--- src/hw/rtl/i2cseq_pkg.sv ---
// Types and constants of the I2C master transaction sequencer.
// No dependencies; used by the step logic, the top level and the checker.
`default_nettype none

package i2cseq_pkg;

  typedef enum logic [1:0] {
    OP_BEGIN_WR    = 2'd0,
    OP_BEGIN_RD    = 2'd1,
    OP_BEGIN_WR_RD = 2'd2,
    OP_BUS_DONE    = 2'd3
  } opcode_e;

  typedef enum logic [2:0] {
    CMD_NONE  = 3'd0,
    CMD_START = 3'd1,
    CMD_SEND  = 3'd2,
    CMD_RACK  = 3'd3,
    CMD_RNACK = 3'd4,
    CMD_STOP  = 3'd5
  } cmd_e;

  typedef enum logic [7:0] {
    PH_IDLE    = 8'b0000_0001,
    PH_START   = 8'b0000_0010,
    PH_SLA_W   = 8'b0000_0100,
    PH_DATA_W  = 8'b0000_1000,
    PH_RESTART = 8'b0001_0000,
    PH_SLA_R   = 8'b0010_0000,
    PH_DATA_RA = 8'b0100_0000,
    PH_DATA_RN = 8'b1000_0000
  } phase_e;

  localparam logic [7:0] STATUS_MASK  = 8'hF8;
  localparam logic [7:0] CODE_START   = 8'h08;
  localparam logic [7:0] CODE_RESTART = 8'h10;
  localparam logic [7:0] CODE_SLA_W   = 8'h18;
  localparam logic [7:0] CODE_DATA_W  = 8'h28;
  localparam logic [7:0] CODE_SLA_R   = 8'h40;
  localparam logic [7:0] CODE_DATA_RA = 8'h50;
  localparam logic [7:0] CODE_DATA_RN = 8'h58;

  typedef struct packed {
    phase_e     phase;
    logic [1:0] kind;
    logic [6:0] addr;
    logic [7:0] writes_left;
    logic [7:0] reads_left;
  } seq_state_t;

  typedef struct packed {
    cmd_e       cmd;
    logic [7:0] cmd_byte;
    logic       read_valid;
    logic [7:0] read_data;
    logic       finished;
    logic       failed;
  } seq_result_t;

  // Status code the engine must report to move on from a phase.
  function automatic logic [7:0] expected_status(phase_e ph);
    logic [7:0] code;
    code = 8'h00;
    case (ph)
      PH_START:   code = CODE_START;
      PH_SLA_W:   code = CODE_SLA_W;
      PH_DATA_W:  code = CODE_DATA_W;
      PH_RESTART: code = CODE_RESTART;
      PH_SLA_R:   code = CODE_SLA_R;
      PH_DATA_RA: code = CODE_DATA_RA;
      PH_DATA_RN: code = CODE_DATA_RN;
      default:    code = 8'h00;
    endcase
    return code;
  endfunction

endpackage

`default_nettype wire

--- src/hw/rtl/i2cseq_step.sv ---
// Next-state and command logic for one transaction of the sequencer.
// Depends on i2cseq_pkg.
`default_nettype none

module i2cseq_step
  import i2cseq_pkg::*;
(
  input  seq_state_t  state_i,
  input  logic [1:0]  opcode_i,
  input  logic [6:0]  slave_address_i,
  input  logic [7:0]  write_count_i,
  input  logic [7:0]  read_count_i,
  input  logic [7:0]  bus_status_i,
  input  logic [7:0]  received_byte_i,
  input  logic [7:0]  next_tx_byte_i,
  output seq_state_t  state_o,
  output seq_result_t result_o
);

  logic [7:0] status_masked;

  assign status_masked = bus_status_i & STATUS_MASK;

  always_comb begin
    state_o  = state_i;
    result_o = '0;
    result_o.cmd = CMD_NONE;

    if (opcode_i != OP_BUS_DONE) begin
      // A begin while a transfer runs is dropped.
      if (state_i.phase == PH_IDLE) begin
        state_o.kind        = opcode_i;
        state_o.addr        = slave_address_i;
        state_o.writes_left = write_count_i;
        state_o.reads_left  = (read_count_i == 8'd0) ? 8'd1 : read_count_i;
        state_o.phase       = PH_START;
        result_o.cmd        = CMD_START;
      end
    end else if (state_i.phase != PH_IDLE) begin
      if (status_masked != expected_status(state_i.phase)) begin
        result_o.cmd    = CMD_STOP;
        result_o.failed = 1'b1;
        state_o.phase   = PH_IDLE;
      end else begin
        case (state_i.phase)
          PH_START: begin
            result_o.cmd = CMD_SEND;
            if (state_i.kind == OP_BEGIN_RD) begin
              result_o.cmd_byte = {state_i.addr, 1'b1};
              state_o.phase     = PH_SLA_R;
            end else begin
              result_o.cmd_byte = {state_i.addr, 1'b0};
              state_o.phase     = PH_SLA_W;
            end
          end
          PH_SLA_W, PH_DATA_W: begin
            if (state_i.writes_left != 8'd0) begin
              result_o.cmd        = CMD_SEND;
              result_o.cmd_byte   = next_tx_byte_i;
              state_o.writes_left = state_i.writes_left - 8'd1;
              state_o.phase       = PH_DATA_W;
            end else if (state_i.kind == OP_BEGIN_WR_RD) begin
              result_o.cmd  = CMD_START;
              state_o.phase = PH_RESTART;
            end else begin
              result_o.cmd      = CMD_STOP;
              result_o.finished = 1'b1;
              state_o.phase     = PH_IDLE;
            end
          end
          PH_RESTART: begin
            result_o.cmd      = CMD_SEND;
            result_o.cmd_byte = {state_i.addr, 1'b1};
            state_o.phase     = PH_SLA_R;
          end
          PH_SLA_R, PH_DATA_RA: begin
            if (state_i.phase == PH_DATA_RA) begin
              result_o.read_valid = 1'b1;
              result_o.read_data  = received_byte_i;
            end
            // Ack every byte but the last.
            if (state_i.reads_left > 8'd1) begin
              result_o.cmd  = CMD_RACK;
              state_o.phase = PH_DATA_RA;
            end else begin
              result_o.cmd  = CMD_RNACK;
              state_o.phase = PH_DATA_RN;
            end
            if (state_i.reads_left != 8'd0) begin
              state_o.reads_left = state_i.reads_left - 8'd1;
            end
          end
          PH_DATA_RN: begin
            result_o.read_valid = 1'b1;
            result_o.read_data  = received_byte_i;
            result_o.cmd        = CMD_STOP;
            result_o.finished   = 1'b1;
            state_o.phase       = PH_IDLE;
          end
          default: begin
            state_o.phase = PH_IDLE;
          end
        endcase
      end
    end
  end

endmodule

`default_nettype wire

--- src/hw/rtl/i2c_master_transaction_sequencer.sv ---
// I2C master transaction sequencer: one command per incoming transaction.
// Channels: input transaction on in_valid_i/in_ready_o with opcode and bus
// fields; result on out_valid_o/out_ready_i with command, byte and flags.
// A begin transaction (write, read, write then read) in idle latches the address
// and counts and answers with a start. Each bus-done transaction outside idle is
// checked against the status expected in the current phase and answered with the
// next bus command, or with a stop and failed on a mismatch; others get no command.
// Every input transaction yields exactly one result, in the cycle after it is
// accepted; one transaction per cycle is sustained while the receiver takes each
// result, set by the single result register behind the step logic.
// Reset puts the block idle with no result pending.
// When the receiver stalls, the held result stays on the output and the
// input is still taken in the cycle the result is taken.
// Depends on i2cseq_pkg and i2cseq_step.
`default_nettype none

module i2c_master_transaction_sequencer
  import i2cseq_pkg::*;
(
  input  logic       clk_i,
  input  logic       rst_ni,
  input  logic       in_valid_i,
  output logic       in_ready_o,
  input  logic [1:0] opcode_i,
  input  logic [6:0] slave_address_i,
  input  logic [7:0] write_count_i,
  input  logic [7:0] read_count_i,
  input  logic [7:0] bus_status_i,
  input  logic [7:0] received_byte_i,
  input  logic [7:0] next_tx_byte_i,
  output logic       out_valid_o,
  input  logic       out_ready_i,
  output logic [2:0] bus_command_o,
  output logic [7:0] command_byte_o,
  output logic       read_valid_o,
  output logic [7:0] read_data_o,
  output logic       finished_o,
  output logic       failed_o
);

  seq_state_t  state_q, state_d;
  seq_result_t res_q, res_d;
  logic        out_valid_q;
  logic        accept;

  assign in_ready_o = !out_valid_q || out_ready_i;
  assign accept     = in_valid_i && in_ready_o;

  i2cseq_step u_step (
    .state_i         (state_q),
    .opcode_i        (opcode_i),
    .slave_address_i (slave_address_i),
    .write_count_i   (write_count_i),
    .read_count_i    (read_count_i),
    .bus_status_i    (bus_status_i),
    .received_byte_i (received_byte_i),
    .next_tx_byte_i  (next_tx_byte_i),
    .state_o         (state_d),
    .result_o        (res_d)
  );

  always_ff @(posedge clk_i or negedge rst_ni) begin
    if (!rst_ni) begin
      state_q     <= '{phase: PH_IDLE, kind: 2'd0, addr: 7'd0,
                       writes_left: 8'd0, reads_left: 8'd0};
      out_valid_q <= 1'b0;
    end else begin
      if (accept) begin
        state_q     <= state_d;
        out_valid_q <= 1'b1;
      end else if (out_ready_i) begin
        out_valid_q <= 1'b0;
      end
    end
  end

  // Result payload: load on accept, hold otherwise.
  always_ff @(posedge clk_i or negedge rst_ni) begin
    if (!rst_ni) begin
      res_q <= '0;
    end else if (accept) begin
      res_q <= res_d;
    end
  end

  assign out_valid_o    = out_valid_q;
  assign bus_command_o  = res_q.cmd;
  assign command_byte_o = res_q.cmd_byte;
  assign read_valid_o   = res_q.read_valid;
  assign read_data_o    = res_q.read_data;
  assign finished_o     = res_q.finished;
  assign failed_o       = res_q.failed;

endmodule

`default_nettype wire

--- config.mk ---
export PLATFORM = sky130hd
export DESIGN_NAME = i2c_master_transaction_sequencer
export DESIGN_NICKNAME = d
export VERILOG_FILES = /design/src/hw/rtl/i2cseq_pkg.sv /design/src/hw/rtl/i2cseq_step.sv /design/src/hw/rtl/i2c_master_transaction_sequencer.sv
export SDC_FILE = /design/constraint.sdc
export NUM_CORES = 1
export LEC_CHECK = 0
export BUFFER_PORTS_ARGS = -buffer_cell sky130_fd_sc_hd__buf_2
export CORE_UTILIZATION = 58
export CTS_BUF_LIST = sky130_fd_sc_hd__clkbuf_8 sky130_fd_sc_hd__clkbuf_16
export CTS_CLUSTER_SIZE = 12
export DETAILED_ROUTE_END_ITERATION = 10
export PLACE_DENSITY_LB_ADDON = 0.05
export SYNTH_ARGS = -nofsm -noshare
export SYNTH_HDL_FRONTEND = slang
export SYNTH_SLANG_ARGS = --single-unit
--- constraint.sdc ---
create_clock -name clk_i -period 6.95 [get_ports clk_i]
set_input_delay 0.3475 -clock clk_i [delete_from_list [all_inputs] [get_ports clk_i]]
set_output_delay 0.3475 -clock clk_i [all_outputs]
set_load 0.01 [all_outputs]
==> metrics, run 1 <==
gate count of the mapped netlist=between 300 and 400; CP Class=reg -> reg; total routing usage reported by global routing=27.2%; worst reg2reg path endpoint=read_data_o[7]$_DFFE_PN0P_; power per standard cell area=282 nW/um2; Main synth FF type=sky130_fd_sc_hd__dfrtp_1; count of clock tree sinks=56; clock tree from TritonCTS=done; unique cell type count in the Yosys netlist=61; Synth top area share=a little over two fifths; Synthesized Nets=slightly below 400; die boundary height=around 76 um; initial antenna violation count=0; Yosys top cell by area=sky130_fd_sc_hd__dfrtp_1; cell types with the largest area share after synthesis=sky130_fd_sc_hd__dfrtp_1 (44%), sky130_fd_sc_hd__o21ai_0 (5.1%), sky130_fd_sc_hd__nand2_1 (3.5%); switching portion of total power=between 30 and 40%; total count of hold-check failures in the final report=0; post-CTS setup buffers=0; initial standard-cell utilization of the core=around three fifths; final routed wire length divided by cell count=about 16 um; worst setup skew after layout=~0.0044 ns; pin slew with the least headroom to its limit=roughly 1.1 ns; DR pass1 iterations=5; RSZ-0062 raised after global routing=no; most common cell in the netlist=sky130_fd_sc_hd__dfrtp_1; # DRC=0; gr ovfl total=0; worst reg2reg setup slack=between 3 and 4 ns; combined area of all synthesized cells=roughly 3100 um2; startpoint of the worst-slack reg-to-reg timing path=state_q[29]$_DFFE_PN0P_; number of inserted diodes=0; outcome=finished clean; Post-DP HPWL=around 5300 um; site row count=26; fin crit share=about 54%; first-pass GRT wire length=11,600 um; capturing element of the worst setup path=read_data_o[7]$_DFFE_PN0P_; number of global-route vias before repair=between 2,000 and 2,500; Max Buffers Root-to-Sink=2; Clock transition at path regs=around 0.1 ns; die width=75.6 um; post-CTS sizing=0; overall power consumption=between 1 and 1.5 mW; Flop pwr share=a little under half; clock share of power=a little under a fifth; type of destination of the critical path=register; fmax=between 200 and 300 MHz; Post-layout nets=approximately 460; area of the placeable core=5170 um2; clock insertion delay at the later pin of the skew report=0.31 ns; maximum level of the CTS H-tree=2; Total Neg Setup Slack=0 ns; Post-Synthesis Mean Instance Area=about 9.5 um2; Data required, critical path=roughly 7 ns; worst ir drop on vdd=between 0.00015 and 0.0002 V; largest fanout on the critical path=15; antenna violation net count after detailed routing=0; area of the die=5720 um2; design internal power=about 630 uW; Post-synth top cells=sky130_fd_sc_hd__dfrtp_1 (55), sky130_fd_sc_hd__o21ai_0 (32), sky130_fd_sc_hd__nand2_1 (29); net switching power=about 400 uW; number of port buffers=between 70 and 80; # hold bufs at CTS=0; number of primary I/O pins=77; pin count of the biggest net entering global routing=57; arrival time at the worst endpoint=4.03 ns; number of failing setup endpoints in the final timing report=0; GP Congestion=roughly 0.82; vias post-DR=2,865; worst hold margin=~0.14 ns; count of flip-flops with a built-in enable after synthesis=0; initial detailed-routing violation count=267; Layout Area Growth over Synthesis=15.4%; placed inst area=approximately 3500 um2; leakage power total=1.66 nW; combinational fraction of design power=a little over a third; relative max-transition margin=28.4%; proportion of synthesized chip area in sequential cells=approximately 45%; type of origin of the critical path=register; count of max-cap constraint violations=0; share of post-route cells with drive strength above 1=roughly 27%; Root Buffer Master=sky130_fd_sc_hd__clkbuf_8; launching instance or port of the critical path=state_q[29]$_DFFE_PN0P_; length in cells of the worst reg-to-reg path=7; Final min period=around 3.8 ns; drt total wl=around 7500 um; ys async rst share=100%; Vias/cell=roughly 6.1; post-layout instance area=3630 um2; classification of the worst-slack hold path=in -> async; CTS buffer count=5; Yosys warnings=0; number of synthesized register bits=56; Final Slew Violations=0
[area by class of cell]
cell class / count / area (um2)
inverter: 8 / 30.0
sequential: 56 / 1400
fill: 431 / 1540
timing repair buffer: 76 / 388
clock inverter: 3 / 27.5
multi-input combinational: 249 / 1620
clock buffer: 5 / 68.8
tap: 70 / 87.6
[worst max-delay path, cell delays in order, from the launching register on]
cell	delay, ns
sky130_fd_sc_hd__dfrtp_1	0.54
sky130_fd_sc_hd__nor4_1	0.80
sky130_fd_sc_hd__nand4b_1	0.23
sky130_fd_sc_hd__xnor2_1	0.20
sky130_fd_sc_hd__a2111oi_1	0.78
sky130_fd_sc_hd__and2_1	0.48
sky130_fd_sc_hd__and4_1	0.48
sky130_fd_sc_hd__a22o_1	0.20
[logic make-up (layout without fill, tap and decap cells)]
logic type	Yosys count	after routing	share of synthesized area (%)
XOR/XNOR	5	5	1.39
flip-flops	56	56	44.6
multiplexers	9	9	3.22
AND/OR/NAND/NOR	112	112	19.9
adder cells (fa/ha/maj)	7	7	2.79
AO/OA/AOI/OAI	116	116	24.4
buffers and inverters	27	92	3.70
[per-stage QoR]
| step | setup slack [ns] | utilization [%] | std cells |
|---|---|---|---|
| final | 3.18 | 70.2 | 467 |
| after global routing | 2.86 | 70.2 | 467 |
| after detailed placement | 3.27 | 68.3 | 459 |
| after CTS | 3.25 | 70.2 | 467 |
| after global placement | 3.27 | 68.3 | 459 |
| after floorplan | 4.21 | - | 332 |
[metal layers]
layer	GRT usage (%)	up-vias	routed length (um)
li1	-	1378	-
met1	39.0	1374	3480
met2	43.5	107	3500
met3	5.29	6	430
met4	5.76	0	65
met5	0	-	0
[sequential cells by signal, indices dropped and copies added (netlist names)]
register        count
bus_command_o       3
command_byte_o      8
failed_o            1
finished_o          1
out_valid_o         1
read_data_o         8
read_valid_o        1
state_q            33
[placed cells by master, fill, tap and decap left out, types with 3 or more instances in the layout]
| cell type | instances |
|---|---|
| sky130_fd_sc_hd__buf_2 | 73 |
| sky130_fd_sc_hd__dfrtp_1 | 55 |
| sky130_fd_sc_hd__o21ai_0 | 32 |
| sky130_fd_sc_hd__nand2_1 | 29 |
| sky130_fd_sc_hd__o21ai_1 | 21 |
| sky130_fd_sc_hd__nor3_1 | 16 |
| sky130_fd_sc_hd__nor2_1 | 15 |
| sky130_fd_sc_hd__a22oi_1 | 12 |
| sky130_fd_sc_hd__a22o_1 | 12 |
| sky130_fd_sc_hd__nor4_1 | 10 |
| sky130_fd_sc_hd__a21oi_1 | 10 |
| sky130_fd_sc_hd__mux2_2 | 9 |
| sky130_fd_sc_hd__nand3_1 | 8 |
| sky130_fd_sc_hd__inv_1 | 7 |
| sky130_fd_sc_hd__nand2b_1 | 7 |
| sky130_fd_sc_hd__ha_1 | 7 |
| sky130_fd_sc_hd__clkbuf_8 | 5 |
| sky130_fd_sc_hd__a31oi_1 | 4 |
| sky130_fd_sc_hd__xnor2_1 | 3 |
| sky130_fd_sc_hd__or4_1 | 3 |
| sky130_fd_sc_hd__or3_1 | 3 |
| sky130_fd_sc_hd__or2_2 | 3 |
| sky130_fd_sc_hd__a32oi_1 | 3 |
| sky130_fd_sc_hd__a32o_1 | 3 |
| sky130_fd_sc_hd__buf_4 | 3 |
[power groups by stage]
stage	sequential, mW	combinational (mW)	clock [mW]
finish	0.464	0.368	0.189
global route	0.474	0.409	0.206
CTS	0.461	0.366	0.195
detailed placement	0.468	0.365	0
global placement	0.465	0.356	0
floorplan	0.453	0.276	0
[how the worst min path moves through the flow]
stage                        startpoint  cells after the start                            to
2_1_floorplan                    rst_ni                      0  bus_command_o[0]$_DFFE_PN0P_
3_3_place_gp   read_valid_o$_DFFE_PN0P_                      1      read_valid_o$_DFFE_PN0P_
3_5_place_dp   read_valid_o$_DFFE_PN0P_                      1      read_valid_o$_DFFE_PN0P_
4_1_cts                          rst_ni                      2       state_q[22]$_DFFE_PN0P_
5_1_grt              received_byte_i[0]                      2    read_data_o[0]$_DFFE_PN0P_
6_report                         rst_ni                      2       state_q[11]$_DFFE_PN0P_
No activity file was read; power rests on OpenSTA's default activity.
==> inputs of run 2 (changes only) <==
--- a/config.mk
+++ b/config.mk
@@ -5,8 +5,9 @@
 export SDC_FILE = /design/constraint.sdc
 export NUM_CORES = 1
 export LEC_CHECK = 0
+export ABC_AREA = 1
 export BUFFER_PORTS_ARGS = -buffer_cell sky130_fd_sc_hd__buf_2
-export CORE_UTILIZATION = 58
+export CORE_UTILIZATION = 54
 export CTS_BUF_LIST = sky130_fd_sc_hd__clkbuf_8 sky130_fd_sc_hd__clkbuf_16
 export CTS_CLUSTER_SIZE = 12
 export DETAILED_ROUTE_END_ITERATION = 10
==> constraint.sdc (replaced) <==
create_clock -name clk_i -period 3.71 [get_ports clk_i]
set_input_delay 0.1855 -clock clk_i [delete_from_list [all_inputs] [get_ports clk_i]]
set_output_delay 0.1855 -clock clk_i [all_outputs]
set_load 0.01 [all_outputs]
==> metrics, run 2 <==
relative max-transition margin=53.4%; multi-input combinational cell area=1630 um2; antenna violation net count after detailed routing=0; classification of the worst-slack hold path=in -> async; Flop pwr share=roughly two fifths; clock share of power=between 10% and 20%; Post-Synthesis Mean Instance Area=between 7 and 8 um2; count of max-cap constraint violations=0; combined area of all synthesized cells=around 3200 um2; Post-synth top cells=sky130_fd_sc_hd__nand2_1 (128), sky130_fd_sc_hd__dfrtp_1 (55), sky130_fd_sc_hd__inv_1 (40); multiplexer area fraction after synthesis=about 1.0%; Root Buffer Master=sky130_fd_sc_hd__clkbuf_8; power per standard cell area=~540 nW/um2; most common cell in the netlist=sky130_fd_sc_hd__nand2_1; number of flip-flops under the largest register name=33; global-route track usage on met3=under 10%; post-CTS setup buffers=0; die boundary height=a little under 80 um; Final Slew Violations=0; type of origin of the critical path=register; switching portion of total power=between 40 and 50%; register ranked first by flip-flop count=state_q; number of inserted diodes=0; met1 Use GR=36.7%; most common library cell in the layout ignoring fill and taps=sky130_fd_sc_hd__nand2_1; first-pass GRT wire length=roughly 13,000 um; DR pass1 iterations=4; # hold bufs at CTS=0; GP Congestion=roughly 0.9; total count of hold-check failures in the final report=27; proportion of synthesized chip area in sequential cells=43.2%; initial detailed-routing violation count=305; net switching power=~850 uW; worst hold margin=-0.0209 ns; largest incremental delay on the critical path=~0.46 ns; cell with the largest stage delay on the worst path=sky130_fd_sc_hd__nor2_1; drt total wl=around 7500 um; total routing usage reported by global routing=~26%; count of clock tree sinks=56; leakage power total=2.05 nW; Yosys top cell by area=sky130_fd_sc_hd__dfrtp_1; Final min period=2.64 ns; Synthesized Nets=roughly 490; largest fanout on the critical path=9; ys async rst share=100%; worst ir drop on vdd=~0.00031 V; post-CTS sizing=0; arrival time at the worst endpoint=2.88 ns; gr busiest metal=met2; Total Neg Setup Slack=0 ns; number of synthesized register bits=56; clock insertion delay at the later pin of the skew report=0.32 ns; fin crit share=about 71%; outcome=finished, violations left; RSZ-0062 raised after global routing=no; # DRC=0; site row count=27; initial antenna violation count=0; violated checks=hold timing; share of the synthesized netlist area taken by xor and xnor gates=approximately 2.1%; CTS buffer count=5; library cell appearing most often on the critical path=sky130_fd_sc_hd__inv_1; initial standard-cell utilization of the core=57.5%; share of the core filled with cells in the final layout=about 67%; final routed wire length divided by cell count=~13 um; Vias/cell=5.28; combinational fraction of design power=slightly above 40%; Data required, critical path=just under 4 ns; number of port buffers=73; Main synth FF type=sky130_fd_sc_hd__dfrtp_1; Synth top area share=a little over two fifths; Filler cells=507; Post-DP HPWL=roughly 5500 um; Post-layout nets=approximately 560; share of post-route cells with drive strength above 1=22.8%; storage element area=1400 um2; fraction of the mapped netlist area in compound gates=11.3%; clock tree from TritonCTS=done; type of destination of the critical path=register; die width=~80 um; sum of buffers and inverters on the critical path=3; worst reg2reg setup slack=roughly 1.1 ns; Max Buffers Root-to-Sink=2; ordered list of cells on the worst path=nor2_4 -> nand2_2 -> inv_1 -> nand4_1 -> inv_1 -> ha_1 -> nor2_1 -> inv_1 -> nor2_1 -> nand4_1 -> o22ai_1; count of flip-flops with a built-in enable after synthesis=0; pin count of the biggest net entering global routing=57; area of the die=about 6300 um2; fraction of the mapped netlist area in simple logic gates=roughly 33%; maximum level of the CTS H-tree=2; highest-count cells in the layout ignoring fill and taps=sky130_fd_sc_hd__nand2_1 (128), sky130_fd_sc_hd__buf_2 (73), sky130_fd_sc_hd__dfrtp_1 (55), sky130_fd_sc_hd__inv_1 (40), sky130_fd_sc_hd__nor2_1 (32); CP Class=reg -> reg; unique cell type count in the Yosys netlist=38; fraction of the mapped netlist area in adder cells=between 2 and 3%; largest family of logic cells by synthesized area=simple AND/OR/NAND/NOR gates; Layout Area Growth over Synthesis=15.9%; vias post-DR=between 3,000 and 4,000; number of global-route vias before repair=about 2,800; gr ovfl total=0; cell types with the largest area share after synthesis=sky130_fd_sc_hd__dfrtp_1 (42%), sky130_fd_sc_hd__nand2_1 (15%), sky130_fd_sc_hd__inv_1 (4.6%); M2 GR Usage=41.4%; area of the placeable core=about 5600 um2; pin slew with the least headroom to its limit=0.699 ns; number of primary I/O pins=77; design internal power=1.20 mW; number of failing setup endpoints in the final timing report=0; gate count of the mapped netlist=approximately 430; Yosys warnings=0; Clock transition at path regs=0.11 ns; kind of cell adding the most delay to the critical path=simple AND/OR/NAND/NOR gates; worst setup skew after layout=~0.0066 ns; fmax=~380 MHz
## run 2: changes by cell type after synthesis, moves of 9 or more
cell	previous run	this run
sky130_fd_sc_hd__nand4_1	1	14
sky130_fd_sc_hd__clkbuf_1	13	3
sky130_fd_sc_hd__o21ai_1	21	12
sky130_fd_sc_hd__nand2_1	29	128
sky130_fd_sc_hd__nand3_1	8	28
sky130_fd_sc_hd__nor2_1	15	32
sky130_fd_sc_hd__nor3_1	16	6
sky130_fd_sc_hd__a22oi_1	12	0
sky130_fd_sc_hd__nor4_1	10	1
sky130_fd_sc_hd__inv_1	7	40
## run 2: logic make-up (layout without fill, tap and decap cells)
| kind of cell | Yosys count | after routing |
|---|---|---|
| xor gates and xnor gates | 7 | 7 |
| muxes | 3 | 3 |
| DFF | 56 | 56 |
| AOI/OAI and AO/OA | 66 | 66 |
| and+or+nand+nor | 232 | 232 |
| adders and majority gates | 7 | 7 |
| buffers and inverters | 54 | 128 |
## run 2: metal layers
metal	up-vias	wire, um
li1	1529	-
met1	1396	3520
met2	87	3570
met3	4	368
met4	0	42
met5	-	0
## run 2: area by class of cell
cell class,count,area share [%]
Multi-Input combinational cell,315,43.3
Sequential cell,56,37.3
Timing Repair Buffer,74,9.91
Inverter,46,4.59
Tap cell,72,2.39
Clock buffer,5,1.83
Clock inverter,3,0.732
## run 2: path summary, 6_finish.rpt
kind,endpoint,depth (start not counted),from
max,state_q[27]$_DFFE_PN0P_,11,state_q[30]$_DFFE_PN0P_
min,state_q[27]$_DFFE_PN0P_,2,rst_ni
max reg2reg,state_q[27]$_DFFE_PN0P_,11,state_q[30]$_DFFE_PN0P_
min reg2reg,read_valid_o$_DFFE_PN0P_,2,read_valid_o$_DFFE_PN0P_
max in group asynchronous,state_q[14]$_DFFE_PN0P_,2,rst_ni
min in group clk_i,read_data_o[0]$_DFFE_PN0P_,3,received_byte_i[0]
## run 2: power groups by stage
| stage | clock network, mW | registers [mW] | logic (mW) |
|---|---|---|---|
| floorplan | 0 | 0.846 | 0.639 |
| global placement | 0 | 0.861 | 0.799 |
| detailed placement | 0 | 0.866 | 0.820 |
| CTS | 0.367 | 0.855 | 0.824 |
| global route | 0.393 | 0.875 | 0.953 |
| finish | 0.360 | 0.857 | 0.827 |
## run 2: stage by stage
| stage | power [mW] | cell area (um2) | std cells | setup WS, ns |
|---|---|---|---|---|
| after floorplan | 1.48 | 3250 | 425 | 1.63 |
| after global placement | 1.66 | 3670 | 563 | 1.14 |
| after detailed placement | 1.69 | 3670 | 563 | 1.12 |
| after CTS | 2.05 | 3760 | 571 | 1.10 |
| after global routing | 2.22 | 3760 | 571 | 0.759 |
| final | 2.04 | 3760 | 571 | 1.07 |
